==> src/sv/srld_pkg.sv <==
// ----------------------------------------------------------------------------
// srld_pkg: shared types and constants of the sprite RLE line decoder
// Result kinds, the record that travels from the front end to the back end,
// and the sizes of the queue between them.
// ----------------------------------------------------------------------------
`default_nettype none

package srld_pkg;

   localparam int WORD_W   = 16;
   localparam int RUN_W    = 15;
   localparam int INDEX_W  = 32;
   localparam int LINE_W   = 16;
   localparam int CSR_IDX_W = 2;

   localparam int QUEUE_DEPTH = 2;
   localparam int QPTR_W      = $clog2(QUEUE_DEPTH);
   localparam int QCNT_W      = $clog2(QUEUE_DEPTH + 1);

   localparam logic [CSR_IDX_W-1:0] CSR_IMAGE_WIDTH  = 2'd0;
   localparam logic [CSR_IDX_W-1:0] CSR_IMAGE_HEIGHT = 2'd1;

   typedef enum logic [1:0] {
      KIND_LITERAL = 2'd0,
      KIND_RUN     = 2'd1,
      KIND_EOL     = 2'd2,
      KIND_EOI     = 2'd3
   } kind_type;

   typedef struct packed {
      kind_type             kind;
      logic [WORD_W-1:0]    pixel_value;
      logic [RUN_W-1:0]     run_length;
      logic [INDEX_W-1:0]   start_index;
      logic [LINE_W-1:0]    line_number;
   } entry_type;

   typedef struct packed {
      logic push;
      logic full;
   } push_ctl_type;

endpackage

`default_nettype wire

==> src/sv/srld_ifs.sv <==
// ----------------------------------------------------------------------------
// srld_ifs: channel interfaces of the sprite RLE line decoder
// Code word input channel and decoded result channel, valid/ready handshake.
// ----------------------------------------------------------------------------
`default_nettype none

interface srld_req_if;
   logic        valid;
   logic        ready;
   logic [15:0] code_word;

   modport source (output valid, output code_word, input ready);
   modport sink (input valid, input code_word, output ready);
endinterface

interface srld_rsp_if;
   logic        valid;
   logic        ready;
   logic [1:0]  kind;
   logic [15:0] pixel_value;
   logic [14:0] run_length;
   logic [31:0] start_index;
   logic [15:0] line_number;
   logic        overrun;

   modport source (output valid, output kind, output pixel_value, output run_length,
                   output start_index, output line_number, output overrun, input ready);
   modport sink (input valid, input kind, input pixel_value, input run_length,
                 input start_index, input line_number, input overrun, output ready);
endinterface

`default_nettype wire

==> src/sv/sprite_rle_line_decoder_top.sv <==
// ----------------------------------------------------------------------------
// sprite_rle_line_decoder_top: sprite RLE line decoder
// Decodes 16-bit line-based run-length sprite words into literal pixels,
// transparent runs, end-of-line and end-of-image results.
//
//   Channel   Direction  Contents
//   req_chan  in         code_word
//   rsp_chan  out        kind, pixel_value, run_length, start_index,
//                        line_number, overrun
//   csr_*     in         write enable, register index, 16-bit write data
//
// One code word is accepted per cycle while the queue is not full; each result
// passes through a two-entry queue and then the output register. Reset is
// synchronous and clears the position, the queue and the configuration
// registers. A stalled result channel stalls the input only once the queue is
// full.
// ----------------------------------------------------------------------------
`default_nettype none

module sprite_rle_line_decoder_top
   import srld_pkg::*;
(
   input  wire logic                  clock,
   input  wire logic                  reset,
   srld_req_if.sink                   req_chan,
   srld_rsp_if.source                 rsp_chan,
   input  wire logic                  csr_we,
   input  wire logic [CSR_IDX_W-1:0]  csr_index,
   input  wire logic [WORD_W-1:0]     csr_data
);

   logic [WORD_W-1:0] width_ff;
   logic [LINE_W-1:0] height_ff;
   push_ctl_type      ctl;
   entry_type         push_data, pop_data;
   logic              full, empty, pop, accept;

   always_ff @(posedge clock) begin
      if (reset) begin
         width_ff  <= '0;
         height_ff <= '0;
      end else if (csr_we) begin
         case (csr_index)
            CSR_IMAGE_WIDTH:  width_ff  <= csr_data;
            CSR_IMAGE_HEIGHT: height_ff <= csr_data;
            default: ;
         endcase
      end
   end

   assign req_chan.ready = !full;
   assign accept         = req_chan.valid && !full;

   srld_front u_front (
      .clock    (clock),
      .reset    (reset),
      .accept_i (accept),
      .word_i   (req_chan.code_word),
      .height_i (height_ff),
      .full_i   (full),
      .ctl_o    (ctl),
      .entry_o  (push_data)
   );

   srld_queue u_queue (
      .clock       (clock),
      .reset       (reset),
      .ctl_i       (ctl),
      .push_data_i (push_data),
      .pop_i       (pop),
      .full_o      (full),
      .empty_o     (empty),
      .pop_data_o  (pop_data)
   );

   srld_back u_back (
      .clock    (clock),
      .reset    (reset),
      .width_i  (width_ff),
      .height_i (height_ff),
      .empty_i  (empty),
      .entry_i  (pop_data),
      .pop_o    (pop),
      .rsp      (rsp_chan)
   );

endmodule

`default_nettype wire

==> src/sv/srld_front.sv <==
// ----------------------------------------------------------------------------
// srld_front: code word classifier
// Accepts code words, tracks the literal count, line and pixel position, and
// pushes one result record per word that produces a result.
// ----------------------------------------------------------------------------
`default_nettype none

module srld_front
   import srld_pkg::*;
(
   input  wire logic                clock,
   input  wire logic                reset,
   input  wire logic                accept_i,
   input  wire logic [WORD_W-1:0]   word_i,
   input  wire logic [LINE_W-1:0]   height_i,
   input  wire logic                full_i,
   output push_ctl_type             ctl_o,
   output entry_type               entry_o
);

   logic               phase_ff, phase_in;
   logic [RUN_W-1:0]   literals_left_ff, literals_left_in;
   logic [LINE_W-1:0]  line_ff, line_in;
   logic [INDEX_W-1:0] pixel_ff, pixel_in;
   logic [RUN_W-1:0]   count;
   logic               push;

   assign count = word_i[WORD_W-1:1];

   always_comb begin
      phase_in             = phase_ff;
      literals_left_in     = literals_left_ff;
      line_in              = line_ff;
      pixel_in             = pixel_ff;
      push                 = 1'b0;
      entry_o.kind         = KIND_LITERAL;
      entry_o.pixel_value  = '0;
      entry_o.run_length   = '0;
      entry_o.start_index  = pixel_ff;
      entry_o.line_number  = line_ff;
      if (phase_ff) begin
         push                = 1'b1;
         entry_o.kind        = KIND_LITERAL;
         entry_o.pixel_value = word_i;
         entry_o.run_length  = RUN_W'(1);
         pixel_in            = pixel_ff + INDEX_W'(1);
         literals_left_in    = literals_left_ff - RUN_W'(1);
         phase_in            = (literals_left_in != '0);
      end else if (line_ff >= height_i) begin
         push         = 1'b1;
         entry_o.kind = KIND_EOI;
         line_in      = '0;
         pixel_in     = '0;
      end else if (word_i == '0) begin
         push         = 1'b1;
         entry_o.kind = KIND_EOL;
         line_in      = line_ff + LINE_W'(1);
      end else if (word_i[0]) begin
         literals_left_in = count;
         phase_in         = (count != '0);
      end else begin
         push               = 1'b1;
         entry_o.kind       = KIND_RUN;
         entry_o.run_length = count;
         pixel_in           = pixel_ff + INDEX_W'(count);
      end
   end

   assign ctl_o.push = accept_i && push;
   assign ctl_o.full = full_i;

   always_ff @(posedge clock) begin
      if (reset) begin
         phase_ff         <= 1'b0;
         literals_left_ff <= '0;
         line_ff          <= '0;
         pixel_ff         <= '0;
      end else if (accept_i) begin
         phase_ff         <= phase_in;
         literals_left_ff <= literals_left_in;
         line_ff          <= line_in;
         pixel_ff         <= pixel_in;
      end
   end

`ifndef ASSERT_OFF
   a_phase_has_count: assert property (@(posedge clock) disable iff (reset)
      phase_ff |-> literals_left_ff != '0)
      else $error("literal phase entered with zero count");

   a_literal_tag_enters_phase: assert property (@(posedge clock) disable iff (reset)
      accept_i && !phase_ff && line_ff < height_i && word_i[0] && count != '0
      |=> phase_ff)
      else $error("literal tag did not start the literal phase");

   a_eoi_restarts_image: assert property (@(posedge clock) disable iff (reset)
      ctl_o.push && entry_o.kind == KIND_EOI |=> line_ff == '0 && pixel_ff == '0)
      else $error("end of image did not clear the position");
`endif

endmodule

`default_nettype wire

==> src/sv/srld_queue.sv <==
// ----------------------------------------------------------------------------
// srld_queue: result record queue
// Short first-in first-out store that decouples the classifier from the
// output stage.
// ----------------------------------------------------------------------------
`default_nettype none

module srld_queue
   import srld_pkg::*;
(
   input  wire logic      clock,
   input  wire logic      reset,
   input  push_ctl_type   ctl_i,
   input  entry_type      push_data_i,
   input  wire logic      pop_i,
   output logic           full_o,
   output logic           empty_o,
   output entry_type      pop_data_o
);

   entry_type          mem_ff [QUEUE_DEPTH];
   logic [QPTR_W-1:0]  wr_ptr_ff, rd_ptr_ff;
   logic [QCNT_W-1:0]  count_ff, count_in;

   assign full_o     = (count_ff == QCNT_W'(QUEUE_DEPTH));
   assign empty_o    = (count_ff == '0);
   assign pop_data_o = mem_ff[rd_ptr_ff];

   always_comb begin
      count_in = count_ff;
      if (ctl_i.push && !pop_i) begin
         count_in = count_ff + QCNT_W'(1);
      end else if (!ctl_i.push && pop_i) begin
         count_in = count_ff - QCNT_W'(1);
      end
   end

   always_ff @(posedge clock) begin
      if (ctl_i.push) begin
         mem_ff[wr_ptr_ff] <= push_data_i;
      end
   end

   always_ff @(posedge clock) begin
      if (reset) begin
         wr_ptr_ff <= '0;
         rd_ptr_ff <= '0;
         count_ff  <= '0;
      end else begin
         if (ctl_i.push) begin
            wr_ptr_ff <= (wr_ptr_ff == QPTR_W'(QUEUE_DEPTH - 1)) ? '0 : wr_ptr_ff + QPTR_W'(1);
         end
         if (pop_i) begin
            rd_ptr_ff <= (rd_ptr_ff == QPTR_W'(QUEUE_DEPTH - 1)) ? '0 : rd_ptr_ff + QPTR_W'(1);
         end
         count_ff <= count_in;
      end
   end

`ifndef ASSERT_OFF
   a_count_bounded: assert property (@(posedge clock) disable iff (reset)
      count_ff <= QCNT_W'(QUEUE_DEPTH))
      else $error("queue count out of range");

   a_no_push_when_full: assert property (@(posedge clock) disable iff (reset)
      ctl_i.push |-> !ctl_i.full)
      else $error("push into a full queue");

   a_no_pop_when_empty: assert property (@(posedge clock) disable iff (reset)
      pop_i |-> !empty_o)
      else $error("pop from an empty queue");
`endif

endmodule

`default_nettype wire

==> src/sv/srld_back.sv <==
// ----------------------------------------------------------------------------
// srld_back: output stage
// Takes records from the queue, adds the overrun flag against the image area
// and holds each result in an output register until it is taken.
// ----------------------------------------------------------------------------
`default_nettype none

module srld_back
   import srld_pkg::*;
(
   input  wire logic               clock,
   input  wire logic               reset,
   input  wire logic [WORD_W-1:0]  width_i,
   input  wire logic [LINE_W-1:0]  height_i,
   input  wire logic               empty_i,
   input  entry_type               entry_i,
   output logic                    pop_o,
   srld_rsp_if.source              rsp
);

   logic [INDEX_W-1:0] total_ff;
   logic [INDEX_W:0]   reach;
   logic               valid_ff;
   entry_type          data_ff;
   logic               overrun_ff, overrun_in;

   assign reach      = {1'b0, entry_i.start_index} + (INDEX_W + 1)'(entry_i.run_length);
   assign overrun_in = reach > {1'b0, total_ff};
   assign pop_o      = !empty_i && (!valid_ff || rsp.ready);

   always_ff @(posedge clock) begin
      total_ff <= INDEX_W'(width_i) * INDEX_W'(height_i);
      if (pop_o) begin
         data_ff    <= entry_i;
         overrun_ff <= overrun_in;
      end
   end

   always_ff @(posedge clock) begin
      if (reset) begin
         valid_ff <= 1'b0;
      end else if (pop_o) begin
         valid_ff <= 1'b1;
      end else if (rsp.ready) begin
         valid_ff <= 1'b0;
      end
   end

   assign rsp.valid       = valid_ff;
   assign rsp.kind        = data_ff.kind;
   assign rsp.pixel_value = data_ff.pixel_value;
   assign rsp.run_length  = data_ff.run_length;
   assign rsp.start_index = data_ff.start_index;
   assign rsp.line_number = data_ff.line_number;
   assign rsp.overrun     = overrun_ff;

endmodule

`default_nettype wire
==> src/flat_wrapper.sv <==
// flat-port wrapper written by rule: the top's interface ports become plain ports
module sprite_rle_line_decoder_top_flat import srld_pkg::*;
  (clock, reset, csr_we, csr_index, csr_data, req_chan_valid, req_chan_code_word, req_chan_ready, rsp_chan_valid, rsp_chan_kind, rsp_chan_pixel_value, rsp_chan_run_length, rsp_chan_start_index, rsp_chan_line_number, rsp_chan_overrun, rsp_chan_ready);
  srld_req_if req_chan_i ();
  srld_rsp_if rsp_chan_i ();
  input  wire logic clock;
  input  wire logic reset;
  input  wire logic csr_we;
  input  wire logic [CSR_IDX_W-1:0] csr_index;
  input  wire logic [WORD_W-1:0] csr_data;
  input wire logic [$bits(req_chan_i.valid)-1:0] req_chan_valid;
  input wire logic [$bits(req_chan_i.code_word)-1:0] req_chan_code_word;
  output wire logic [$bits(req_chan_i.ready)-1:0] req_chan_ready;
  output wire logic [$bits(rsp_chan_i.valid)-1:0] rsp_chan_valid;
  output wire logic [$bits(rsp_chan_i.kind)-1:0] rsp_chan_kind;
  output wire logic [$bits(rsp_chan_i.pixel_value)-1:0] rsp_chan_pixel_value;
  output wire logic [$bits(rsp_chan_i.run_length)-1:0] rsp_chan_run_length;
  output wire logic [$bits(rsp_chan_i.start_index)-1:0] rsp_chan_start_index;
  output wire logic [$bits(rsp_chan_i.line_number)-1:0] rsp_chan_line_number;
  output wire logic [$bits(rsp_chan_i.overrun)-1:0] rsp_chan_overrun;
  input wire logic [$bits(rsp_chan_i.ready)-1:0] rsp_chan_ready;
  assign req_chan_i.valid = req_chan_valid;
  assign req_chan_i.code_word = req_chan_code_word;
  assign req_chan_ready = req_chan_i.ready;
  assign rsp_chan_valid = rsp_chan_i.valid;
  assign rsp_chan_kind = rsp_chan_i.kind;
  assign rsp_chan_pixel_value = rsp_chan_i.pixel_value;
  assign rsp_chan_run_length = rsp_chan_i.run_length;
  assign rsp_chan_start_index = rsp_chan_i.start_index;
  assign rsp_chan_line_number = rsp_chan_i.line_number;
  assign rsp_chan_overrun = rsp_chan_i.overrun;
  assign rsp_chan_i.ready = rsp_chan_ready;
  sprite_rle_line_decoder_top u_core (.clock(clock), .reset(reset), .req_chan(req_chan_i), .rsp_chan(rsp_chan_i), .csr_we(csr_we), .csr_index(csr_index), .csr_data(csr_data));
endmodule
==> config.mk <==
export PLATFORM = sky130hd
export DESIGN_NAME = sprite_rle_line_decoder_top_flat
export DESIGN_NICKNAME = d
export VERILOG_FILES = /design/src/sv/srld_pkg.sv /design/src/sv/srld_ifs.sv /design/src/sv/sprite_rle_line_decoder_top.sv /design/src/sv/srld_front.sv /design/src/sv/srld_queue.sv /design/src/sv/srld_back.sv /design/src/flat_wrapper.sv
export SDC_FILE = /design/constraint.sdc
export NUM_CORES = 1
export LEC_CHECK = 0
export BUFFER_PORTS_ARGS = -buffer_cell sky130_fd_sc_hd__buf_2
export CORE_ASPECT_RATIO = 0.8
export CORE_MARGIN = 1.5
export CORE_UTILIZATION = 49
export CTS_BUF_LIST = sky130_fd_sc_hd__clkbuf_16
export DETAILED_ROUTE_END_ITERATION = 7
export HOLD_SLACK_MARGIN = 0.1
export PLACE_DENSITY = 0.76
export SLEW_MARGIN = 30
export SYNTH_ARGS = -nofsm -noshare
export SYNTH_HDL_FRONTEND = slang
export SYNTH_HIERARCHICAL = 1
export SYNTH_SLANG_ARGS = --single-unit
==> constraint.sdc <==
create_clock -name clock -period 14.9 [get_ports clock]
set_input_delay 1.49 -clock clock [delete_from_list [all_inputs] [get_ports clock]]
set_output_delay 1.49 -clock clock [all_outputs]
set_load 0.1 [all_outputs]
# == After elaboration in Yosys (flattened, before gate mapping) ==
# Memory sizes are Yosys's and may differ from the RTL's. A register that Yosys moved wholly into a read port is not among the register bits.
# Index checks and enable logic that the tools add are counted.
# classes
mux,37
bitwise,1
n_lt_le_gt_ge,2
n_eq_ne,6
reduce_logical,25
multipliers,1
add_sub_neg,9
# op_table
cell,count
32-bit 2-to-1 mux,4
15-bit 2-to-1 mux,8
16-bit 2-to-1 mux,3
32-bit by 15-bit adder with 33-bit output,1
33-bit by 32-bit > comparator with 1-bit output,1
"32-bit by 1-bit adder with 32-bit output, second input constant",1
32-bit by 15-bit adder with 32-bit output,1
16-bit by 16-bit multiplier with 32-bit output,1
15-bit nonzero test,2
1-bit 2-to-1 mux,17
"16-bit by 1-bit adder with 16-bit output, second input constant",1
16-bit >= comparator,1
16-bit logical NOT,1
"15-bit by 1-bit subtractor with 15-bit output, second input constant",1
2-bit 2-to-1 mux,5
2-bit nonzero test,4
3-bit AND reduction,2
1-bit logical AND,5
1-bit logical NOT,5
2-bit logical NOT,2
"2-bit != test, second input constant",2
2-bit AND reduction,2
4-bit AND reduction,1
"3-bit by 1-bit != test with 1-bit output, second input constant",1
8 further kinds,9
# word_totals
elab_cells,99
n_memories,1
ramBits,162
reg_bits,215
inputBits,39
output_inout_bits,84
# mem_list
name,words,width,read_ports,rd_ports_with_merged_regs,wr,line_no,source
u_core.u_queue.mem_ff,2,81,1,1,1,srld_queue.sv:21,entry_type mem_ff [QUEUE_DEPTH];

# == Logic depth before layout (Yosys ltp) ==
# depth
depth_word,9
depth_mapped,22
depth_no_buf,21

# == By module ==
# Netlist, hierarchy kept.
# by_module_without_submodules
module,cells_per_inst,area_per_inst_um2,seq_area_each_um2,instances
srld_back,1386,13636.8,3123.0,1
srld_queue,274,6082.1,4964.8,1
srld_front,737,5475.3,1281.2,1
sprite_rle_line_decoder_top,127,1350.0,640.6,1

# == Least setup slack after synthesis ==
# No wires, ideal clock.
# synth_path
kind,in2reg
startpoint,input port req_chan_valid
endpoint,memory u_core/u_queue/mem_ff[0][0] (netlist name) (enable)
arrival_time_ns,6.141
path_stages,6
t_required_ns,14.369
setup_time_ns,0.531
path_buffers,2
path_slack_ns,8.228
cell_sequence,nor2b_1 inv_1 clkbuf_1 clkbuf_1 a21oi_1 nor2b_1
# synth_lines
element,line_no,source
from (decl),flat_wrapper.sv:11,input wire logic [$bits(req_chan_i.valid)-1:0] req_chan_valid;
to (decl),srld_queue.sv:21,

# == Worst setup path in the final report ==
# layout_path
startpoint,register u_core.height_ff[11]
endpoint,register u_core.u_back.total_ff[29]
# layout_between
elab_chain_len,1
# layout_rtl
element,line_no,source
from (decl),sprite_rle_line_decoder_top.sv:33,logic [LINE_W-1:0] height_ff;
from (signal assigned),sprite_rle_line_decoder_top.sv:45,CSR_IMAGE_HEIGHT: height_ff <= csr_data;
16-bit by 16-bit multiplier with 32-bit output,srld_back.sv:32,total_ff <= INDEX_W'(width_i) * INDEX_W'(height_i);
to (signal assigned),srld_back.sv:32,
to (decl),srld_back.sv:21,logic [INDEX_W-1:0] total_ff;
# Every way passes these cells.
# A chain may end at the register's enable or synchronous reset.

==> out/summary.md <==
### Timing
- 8.43 ns — Worst Setup Slack, final
- 155 MHz — highest achievable clock rate
- 43.4% — Period Utilization, post-route
- 0.0187 ns — Setup Skew
- 0 — count of final max-slew check failures
- 0 ns — Setup TNS
- 0.495 ns — tightest hold margin
- 37.4% — headroom to the max-slew limit
- 0 — endpoints failing setup
- 6.47 ns — shortest period the worst path allows
- 0 — final hold violation count
- 0.939 ns — actual slew at the worst max-slew pin
- false — RSZ-0062 raised after global routing

### CTS
- 41 — Inserted Clock Buffers
- 0.57 ns — Worst-Skew Late Latency
- 0 — Resized Gates After CTS
- sky130_fd_sc_hd__clkbuf_16 — clock root cell
- 0 — cts-stage hold buffer count
- 3 — worst-case clock buffer depth
- 0 — post-CTS setup repair buffer count
- yes — TritonCTS clock tree
- 378 — TritonCTS Sinks
- 2 — number of H-tree levels
- 0.06 ns — Clock Pin Slew Worst Setup and Hold Paths

### Global route
- 19734 — number of global-route vias before repair
- met2 — Top Usage Layer GRT
- 23.9% — global-route usage over all layers
- 98 — pin count of the biggest net entering global routing
- 0 — gr ovfl total
- 33.3% — Global Route met1 Usage
- 38.7% — met2 usage
- 3.11% — global-route track usage on met3
- 0 — antenna violations before repair
- 106000 um — wire length of the first global-routing pass

### Route
- 65400 um — WL final
- 0 — remaining number of nets flagged by the antenna check after routing
- 5.73 — vias per inst
- 19167 — count of vias placed by the detailed router
- 1717 — Detailed Route Iter0 Violations
- 19.5 um — WL per Instance
- 6 — number of optimization iterations in the first detailed-route pass
- 0 — DRC errors left

### Floorplanning
- 211 um — Vert. Die Dim
- 49.5% — effective utilization at floorplan
- 123 — Top Ports
- 0.0536 sq mm — Placeable Area
- 76 — row count
- 263 um — horizontal die dimension
- 0.0556 sq mm — die outline area

### Power and ir drop
- 153 mW/mm^2 — pwr dens
- 0.000183 V — VDD IR max
- 4.48 mW — total power
- 12.3 nW — reported leakage power

### Outcome
- finished clean — status

### Cells and area
- 0.0292 sq mm — final non-filler cell area
- 3345 — Non-Filler Instances
- sky130_fd_sc_hd__inv_1 — most frequent standard cell in the layout excluding fill and tap cells
- 9.93% — synth-to-layout area growth
- 3032 — final net count
- 12.1% — share of layout cells above drive strength 1
- 0 — number of antenna cells inserted
- 54.4% — Finished Core Util
- 319 x sky130_fd_sc_hd__inv_1, 244 x sky130_fd_sc_hd__edfxtp_1, 240 x sky130_fd_sc_hd__nand2_1, 196 x sky130_fd_sc_hd__fa_1, 187 x sky130_fd_sc_hd__ha_1 — leading cell types in the layout, fill and taps excluded

### Logic synthesis
- 10.5 sq um — post-synthesis area per instance
- 6 — warning count from the yosys run
- 0.0265 sq mm — cell area after technology mapping
- 2523 — number of instances in the synthesized netlist
- 2945 — nets in the synthesized netlist

### Worst setup path
- 15.36 ns — required time at the endpoint of the critical path
- reg -> reg — CP Class
- flop — endpoint type of the worst setup path
- u_core/height_ff[11] — launch instance of the worst register-to-register path
- flop — Critical Path Start Type
- 6.93 ns — data arrival time of the worst path
- u_core/height_ff[11] — critical path launch point
- 18 — maximum fanout encountered on the critical timing path

### Min path
- reg -> reg — worst hold-check path type
- u_core/u_front/literals_left_ff[1] — source of the worst hold timing path

### Placed design
- 8.53 ns — dpl ws
- 0.0278 sq mm — placement-stage cell area
- 122 — count of port buffers added during placement
- 47500 um — HPWL after detailed placement
- 0.885 — weighted congestion reported at the end of routability-driven placement
- 3269 — placed cell count

### Job
- 0 — Max-Cap Viols

==> final timing paths <==
check | endpoint | slack (ns) | depth (start not counted)
worst max-delay path | u_core/u_back/total_ff[29] | 8.43 | 18
worst min-delay path | u_core/u_front/literals_left_ff[1] | 0.50 | 2
worst min register to register | u_core/u_front/literals_left_ff[1] | 0.50 | 2
worst max register to register | u_core/u_back/total_ff[29] | 8.43 | 18
==> power breakdown <==
group	total (mW)	internal [mW]	switching, mW	leakage, nW
clock network	1.07	0.643	0.424	0.716
registers	1.51	1.39	0.126	3.42
logic	1.89	0.457	1.44	8.15
total	4.48	2.49	1.99	12.3
==> flip-flops by register name, summed over array words and instances (netlist names), 2 cells and up, named ones only <==
register and count:
u_core/u_queue/count_ff 2, u_core/u_front/pixel_ff 32, u_core/u_back/total_ff 32, u_core/u_back/rsp.kind 2, u_core/u_back/rsp.pixel_value 16, u_core/u_front/line_ff 16, u_core/u_back/rsp.line_number 16, u_core/u_queue/mem_ff 162
u_core/height_ff 16, u_core/u_back/rsp.run_length 15, u_core/u_back/rsp.start_index 32, u_core/width_ff 16, u_core/u_front/literals_left_ff 15
==> final cells by class <==
class                      count  area (sq um)
clock buffer                  43          1080
clock inverter                33           329
fill                        4567         24500
inverter                     312          1170
multi-input combinational   1742         15000
sequential                   378         10000
tap                          702           878
timing repair buffer         135           712
==> metal layers <==
| metal | part of all wire, % | vias to the layer above |
|---|---|---|
| met5 | 0 | - |
| met4 | 2.6 | 0 |
| met3 | 6.1 | 112 |
| met2 | 46 | 693 |
| met1 | 45 | 9530 |
| li1 | - | 8832 |
==> worst max-delay path: stages, from the launching register on <==
cell	delay, ns
sky130_fd_sc_hd__dfxtp_1	0.84
sky130_fd_sc_hd__nand2_1	0.22
sky130_fd_sc_hd__fa_1	0.58
sky130_fd_sc_hd__inv_1	0.06
sky130_fd_sc_hd__fa_1	0.47
sky130_fd_sc_hd__fa_1	0.54
sky130_fd_sc_hd__fa_1	0.52
sky130_fd_sc_hd__fa_1	0.56
sky130_fd_sc_hd__inv_1	0.06
sky130_fd_sc_hd__fa_1	0.53
sky130_fd_sc_hd__inv_1	0.04
sky130_fd_sc_hd__ha_1	0.35
sky130_fd_sc_hd__nand2_1	0.13
sky130_fd_sc_hd__a2111oi_0	0.55
sky130_fd_sc_hd__o211a_1	0.25
sky130_fd_sc_hd__o31ai_4	0.12
sky130_fd_sc_hd__o2111ai_2	0.13
sky130_fd_sc_hd__a2111oi_2	0.11
sky130_fd_sc_hd__a311oi_1	0.29
No activity file was read; power rests on OpenSTA's default activity.
